==> src/design/mtbw_pkg.sv <==
`default_nettype none
package mtbw_pkg;

  localparam int RING_DEPTH_DEF = 4096;
  localparam int WIN_W = 13;
  localparam logic [WIN_W-1:0] WINDOW_RST = 13'd200;
  localparam int Q_BITS = 16;
  localparam logic [Q_BITS-1:0] Q15_MAX = 16'h7fff;
  localparam int PADDR_W = 3;
  localparam logic [PADDR_W-1:0] ADDR_WINDOW = 3'd0;

  typedef enum logic [1:0] {
    DIR_FLAT,
    DIR_UP,
    DIR_DOWN
  } dir_e;

  typedef enum logic [2:0] {
    ST_IDLE,
    ST_SPAN,
    ST_ADDR,
    ST_READ,
    ST_BASE,
    ST_START,
    ST_DIV
  } state_e;

  typedef enum logic [1:0] {
    DV_IDLE,
    DV_RUN,
    DV_FIN
  } div_state_e;

endpackage
`default_nettype wire

==> src/design/mtbw_div.sv <==
`default_nettype none
module mtbw_div #(
  parameter int CNT_W = 13
) (
  input  wire logic                        clk_i,
  input  wire logic                        rst_ni,
  input  wire logic                        start_i,
  input  wire logic [CNT_W-1:0]            ups_i,
  input  wire logic [CNT_W-1:0]            downs_i,
  output logic                             done_o,
  output logic [mtbw_pkg::Q_BITS-1:0]      quo_o
);

  localparam int QB = mtbw_pkg::Q_BITS;
  localparam int CW = $clog2(QB);

  mtbw_pkg::div_state_e st_q, st_d;

  logic [CNT_W-1:0] r_q, tot_q, diff, rs, rnext;
  logic [QB-1:0]    nlo_q, q_q, res_q;
  logic [CW-1:0]    cnt_q;
  logic             neg_q, zero_q, done_q, ge;
  logic             load_en, step_en, fin_en;

  assign diff  = (ups_i >= downs_i) ? (ups_i - downs_i) : (downs_i - ups_i);
  assign rs    = {r_q[CNT_W-2:0], nlo_q[QB-1]};
  assign ge    = (rs >= tot_q);
  assign rnext = ge ? (rs - tot_q) : rs;

  always_comb begin
    st_d = st_q;
    case (st_q)
      mtbw_pkg::DV_IDLE: begin
        if (start_i) st_d = mtbw_pkg::DV_RUN;
      end
      mtbw_pkg::DV_RUN: begin
        if (cnt_q == '0) st_d = mtbw_pkg::DV_FIN;
      end
      mtbw_pkg::DV_FIN: begin
        st_d = mtbw_pkg::DV_IDLE;
      end
      default: st_d = mtbw_pkg::DV_IDLE;
    endcase
  end

  always_comb begin
    load_en = 1'b0;
    step_en = 1'b0;
    fin_en  = 1'b0;
    case (st_q)
      mtbw_pkg::DV_IDLE: load_en = start_i;
      mtbw_pkg::DV_RUN:  step_en = 1'b1;
      mtbw_pkg::DV_FIN:  fin_en  = 1'b1;
      default: ;
    endcase
  end

  always_ff @(posedge clk_i or negedge rst_ni) begin
    if (!rst_ni) begin
      st_q   <= mtbw_pkg::DV_IDLE;
      done_q <= 1'b0;
    end else begin
      st_q <= st_d;
      if (load_en) begin
        done_q <= 1'b0;
      end else if (fin_en) begin
        done_q <= 1'b1;
      end
    end
  end

  always_ff @(posedge clk_i) begin
    if (load_en) begin
      r_q    <= diff >> 1;
      nlo_q  <= {diff[0], {(QB-1){1'b0}}};
      tot_q  <= ups_i + downs_i;
      neg_q  <= (downs_i > ups_i);
      zero_q <= (ups_i == '0) && (downs_i == '0);
      cnt_q  <= CW'(QB - 1);
      q_q    <= '0;
    end
    if (step_en) begin
      r_q   <= rnext;
      nlo_q <= {nlo_q[QB-2:0], 1'b0};
      q_q   <= {q_q[QB-2:0], ge};
      cnt_q <= cnt_q - 1'b1;
    end
    if (fin_en) begin
      if (zero_q) begin
        res_q <= '0;
      end else if (neg_q) begin
        res_q <= -q_q;
      end else if (q_q[QB-1]) begin
        res_q <= mtbw_pkg::Q15_MAX;
      end else begin
        res_q <= q_q;
      end
    end
  end

  assign done_o = done_q;
  assign quo_o  = res_q;

endmodule
`default_nettype wire

==> config.mk <==
export PLATFORM = sky130hd
export DESIGN_NAME = mtbw_div
export DESIGN_NICKNAME = d
export VERILOG_FILES = /design/src/design/mtbw_pkg.sv /design/src/design/mtbw_div.sv
export SDC_FILE = /design/constraint.sdc
export NUM_CORES = 1
export LEC_CHECK = 0
export BUFFER_PORTS_ARGS = -buffer_cell sky130_fd_sc_hd__buf_2
export CORE_ASPECT_RATIO = 0.5
export CORE_UTILIZATION = 50
export DETAILED_ROUTE_END_ITERATION = 8
export PLACE_DENSITY = 0.79
export SLEW_MARGIN = 15
export SYNTH_ARGS = -nofsm -noshare
export SYNTH_HDL_FRONTEND = slang
export SYNTH_SLANG_ARGS = --single-unit
==> constraint.sdc <==
create_clock -name clk_i -period 3.5 [get_ports clk_i]
set_input_delay 0.525 -clock clk_i [delete_from_list [all_inputs] [get_ports clk_i]]
set_output_delay 0.525 -clock clk_i [all_outputs]
set_load 0.1 [all_outputs]
==> impl_metrics.csv <==
group,metric,value,unit
critical_path,cp_max_fo,13,
critical_path,cp_slowest_stage_delay,540,ps
timing,rsz0062_at_grt,"no",
finish,drive_above_1_share,13.8,%
worst_hold_path,holdCritPathClass,"reg -> reg",
synth,synthesis.nets,672,
floorplan,initial_utilization,52.5,%
placed_design,buffer_ports.inserted,45,
cts,cts_sinks,67,
critical_path,signal_arrival_time_at_the_worst_endpoint,3280,ps
synth,syn-instance-count,586,
cts,post_cts.repair.setup_buffers,0,
floorplan,dieWidth,150,um
critical_path,worst_path_dominant_cell_family,"compound AO/OA/AOI/OAI gates",
synth,post_synth_instance_area,5460,sq um
floorplan,die_area,11400,sq um
pwr,vdd_ir_drop_max,0.327,mV
pwr,power.total,4.32,mW
route,wire_per_inst,15.0,um
floorplan,std_cell_core_area,10400,sq um
synth,synth.distinct_cells,66,
synth,synth_fa_ha_area_share,13.6,%
global_route,grt-ovfl-total,0,
synth,ys_ff_latch,67,
timing,timing.setup.tns,0,ps
floorplan,dieHeight,75.9,um
global_route,grt_start_max_net_pins,34,
timing,worst-slew-pin-transition,891,ps
critical_path,timing.critical_path.required,3590,ps
timing,timing_hold_violations_final,0,
critical_path,reg2reg_depth,10,
global_route,grt_pass1_vias,4126,
critical_path,worstPathBufferInverterCount,3,
cts,cts-buffers-inserted,9,
synth,synthesized_area_divided_by_synthesized_cell_count,9.32,sq um
floorplan,row_count,26,
worst_hold_path,hp-start,"done_o$_DFFE_PN0P_",
synth,synth_seq_area_share,36.6,%
critical_path,crit-reg2reg-capture,"r_q[2]$_DFFE_PP_",
timing,timing.fmax,0.313,GHz
global_route,number_of_antenna_violations_at_the_first_check_in_global_routing,0,
flow_run,timing.max_cap.violations,0,
synth,synthesized_area_fraction_occupied_by_and_or_nand_nor_cells,17.1,%
timing,maxSlewViolCount,0,
route,postRouteWirelength,11800,um
finish,synthToLayoutAreaGrowth,12.8,%
critical_path,r2r_setup_slack,500,ps
critical_path,cp_cell_sequence,"buf_2 > inv_1 > ha_1 > a21oi_1 > and2_1 > a211oi_2 > nor2_4 > buf_4 > and3_1 > o311ai_1 > nand4_1 > and3_1",
critical_path,timing.critical_path.mode_cell,"sky130_fd_sc_hd__and3_1",
placed_design,routabilityCongestion,0.948,
synth,synth-edff-count,64,
cts,clk_pin_slew,60,ps
pwr,power_per_cell_area,702,nW/um^2
timing,fin_crit,3190,ps
cts,cts_tree,"done",
route,detailedRoute.firstPassIterationCount,5,
route,antenna_violating_nets_post_route,0,
critical_path,worst_setup_path_end_kind,"flip-flop",
route,detail_route.drc_violations,0,
route,vias,4364,
critical_path,slowest_stage,"sky130_fd_sc_hd__a211oi_2",
cts,clock_insertion_delay_at_the_later_pin_of_the_skew_report,330,ps
timing,setup_violations,0,
run_status,outcome,"finished clean",
route,vias_per_cell,5.57,
cts,cts_root_buf,"sky130_fd_sc_hd__clkbuf_16",
finish,design.final.nets,725,
cts,clockBufferDepth,2,
critical_path,startpoint_type_of_the_worst_setup_path,"input port",
synth,synth_compound_area_share,17.3,%
critical_path,crit_type,"in -> reg",
global_route,grt_pass1_wl,19600,um
placed_design,hpwlAfterDp,9080,um
timing,fin_worst_skew,6.31,ps
synth,synth_top_family_by_area,"compound AO/OA/AOI/OAI gates",
synth,ys.flop_type,"sky130_fd_sc_hd__edfxtp_1",
timing,slew-limit-headroom,40.6,%
pwr,power.static_leakage,2.71,nW
critical_path,reg_to_reg_startpoint,"r_q[0]$_DFFE_PP_",
timing,post-route-period-util,91.2,%
worst_hold_path,hold_path_end,"done_o$_DFFE_PN0P_",
cts,ctsHtreeMaxLevel,3,
route,drt-initial-drc-count,225,
synth,synth_mux_area_share,3.25,%
synth,post_synth_xor_area_fraction,4.97,%
global_route,track_usage,22.3,%
finish,num_antenna_cells,0,
worst_hold_path,min_delay_path_depth,1,
synth,synth_warnings,0,
synth,async_set_or_reset_register_ratio_after_synthesis,4.48,%
floorplan,ioPinCount,46,
-- registers in the layout, summed over array words and instances (netlist names) --
| register | count |
|---|---|
| q_q | 16 |
| nlo_q | 1 |
| tot_q | 13 |
| cnt_q | 4 |
| done_o | 1 |
| st_q | 2 |
| neg_q | 1 |
| quo_o | 16 |
| zero_q | 1 |
| r_q | 12 |
-- power by group --
part | switching, mW | internal [mW] | total, mW
registers | 0.189 | 1.29 | 1.48
logic | 1.18 | 0.864 | 2.05
clock network | 0.318 | 0.479 | 0.797
-- area by class of cell --
type	instances	area, sq um
Timing Repair Buffer	64	383
Inverter	71	267
Clock buffer	12	236
Multi-Input combinational cell	426	3070
Clock inverter	4	27.5
Tap cell	140	175
Fill cell	906	4250
Sequential cell	67	2000
-- metal layers --
| layer | vias to the layer above | GRT usage (%) | wire [um] |
|---|---|---|---|
| met1 | 2009 | 30.0 | 5690 |
| met4 | 0 | 7.63 | 224 |
| met5 | - | 0 | 0 |
| met2 | 142 | 37.1 | 5230 |
| li1 | 2191 | - | - |
| met3 | 22 | 3.77 | 625 |
-- worst max path at each step --
stage          slack [ps]  cells after the start     start                end
2_1_floorplan         180                     12  ups_i[6]   r_q[3]$_DFFE_PP_
3_3_place_gp          170                     12  ups_i[1]  r_q[11]$_DFFE_PP_
3_5_place_dp           30                     12  ups_i[4]  r_q[11]$_DFFE_PP_
4_1_cts               390                     12  ups_i[4]  r_q[11]$_DFFE_PP_
5_1_grt               140                     12  ups_i[4]  r_q[11]$_DFFE_PP_
6_report              310                     12  ups_i[4]  r_q[11]$_DFFE_PP_
-- synth_stat cells (3+ instances only) --
cell	count	area, sq um
sky130_fd_sc_hd__o21ai_0	17	85.1
sky130_fd_sc_hd__o311a_1	3	30.0
sky130_fd_sc_hd__a21o_1	4	30.0
sky130_fd_sc_hd__buf_4	7	52.6
sky130_fd_sc_hd__nand3b_1	4	30.0
sky130_fd_sc_hd__nor2_1	59	221
sky130_fd_sc_hd__clkbuf_1	10	37.5
sky130_fd_sc_hd__a211oi_1	6	45.0
sky130_fd_sc_hd__o21bai_1	9	67.6
sky130_fd_sc_hd__mux2i_1	14	140
sky130_fd_sc_hd__edfxtp_1	64	1920
sky130_fd_sc_hd__fa_1	4	80.1
sky130_fd_sc_hd__or3_1	8	50.1
sky130_fd_sc_hd__o31ai_1	3	22.5
sky130_fd_sc_hd__nor3_1	13	65.1
sky130_fd_sc_hd__a21oi_1	43	215
sky130_fd_sc_hd__xor2_1	9	78.8
sky130_fd_sc_hd__o21a_1	5	37.5
sky130_fd_sc_hd__ha_1	53	663
sky130_fd_sc_hd__o211ai_1	3	22.5
sky130_fd_sc_hd__nand4_1	7	43.8
sky130_fd_sc_hd__a311oi_1	9	78.8
sky130_fd_sc_hd__nand2_1	27	101
sky130_fd_sc_hd__dfrtp_1	3	75.1
sky130_fd_sc_hd__nor4_1	6	37.5
sky130_fd_sc_hd__o31a_1	5	43.8
sky130_fd_sc_hd__a31oi_1	3	18.8
sky130_fd_sc_hd__xnor2_1	22	193
sky130_fd_sc_hd__and3_1	4	25.0
sky130_fd_sc_hd__nand3_1	10	50.1
sky130_fd_sc_hd__and2_1	18	113
sky130_fd_sc_hd__o41ai_1	4	35.0
sky130_fd_sc_hd__nor3b_1	3	22.5
sky130_fd_sc_hd__inv_1	70	263
sky130_fd_sc_hd__nor2b_1	10	62.6
sky130_fd_sc_hd__nand2b_1	6	37.5
sky130_fd_sc_hd__o21ai_1	8	40.0
-- through the flow --
step	cells	instance area, sq um	util (%)	hold slack [ps]	setup slack (ps)
final	784	6160	59.2	473	308
after global routing	784	6160	59.2	498	142
after CTS	784	6160	59.2	477	388
after detailed placement	767	5880	56.5	324	31.6
after global placement	767	5880	56.5	322	171
after floorplan	586	5460	-	229	180
-- kinds of logic after synthesis --
group	after synthesis
multiplexers	17
AND/OR/NAND/NOR	181
buffers and inverters	93
flip-flops	67
adder cells (fa/ha/maj)	57
AO/OA/AOI/OAI	140
XOR/XNOR	31
-- layout by cell type (no fill, tap or decap), types with 5 or more instances in the layout --
master and count:
sky130_fd_sc_hd__inv_1 70, sky130_fd_sc_hd__edfxtp_1 64, sky130_fd_sc_hd__nor2_1 59, sky130_fd_sc_hd__ha_1 53, sky130_fd_sc_hd__buf_2 45, sky130_fd_sc_hd__a21oi_1 43
sky130_fd_sc_hd__nand2_1 27, sky130_fd_sc_hd__xnor2_1 22, sky130_fd_sc_hd__and2_1 18, sky130_fd_sc_hd__o21ai_0 17, sky130_fd_sc_hd__buf_4 17, sky130_fd_sc_hd__mux2i_1 14
sky130_fd_sc_hd__nor3_1 13, sky130_fd_sc_hd__nand3_1 10, sky130_fd_sc_hd__o21bai_1 9, sky130_fd_sc_hd__xor2_1 9, sky130_fd_sc_hd__nor2b_1 9, sky130_fd_sc_hd__a311oi_1 9
sky130_fd_sc_hd__clkbuf_16 9, sky130_fd_sc_hd__o21ai_1 8, sky130_fd_sc_hd__or3_1 8, sky130_fd_sc_hd__nand4_1 7, sky130_fd_sc_hd__nand2b_1 6, sky130_fd_sc_hd__a211oi_1 6
sky130_fd_sc_hd__nor4_1 6, sky130_fd_sc_hd__o31a_1 5, sky130_fd_sc_hd__o21a_1 5
-- repair_timing --
action | CTS | global route
hold endpoints to repair | 3 | 0
resized for setup | 0 | 0
hold buffers | 1 | 0
No activity file was read; power rests on OpenSTA's default activity.
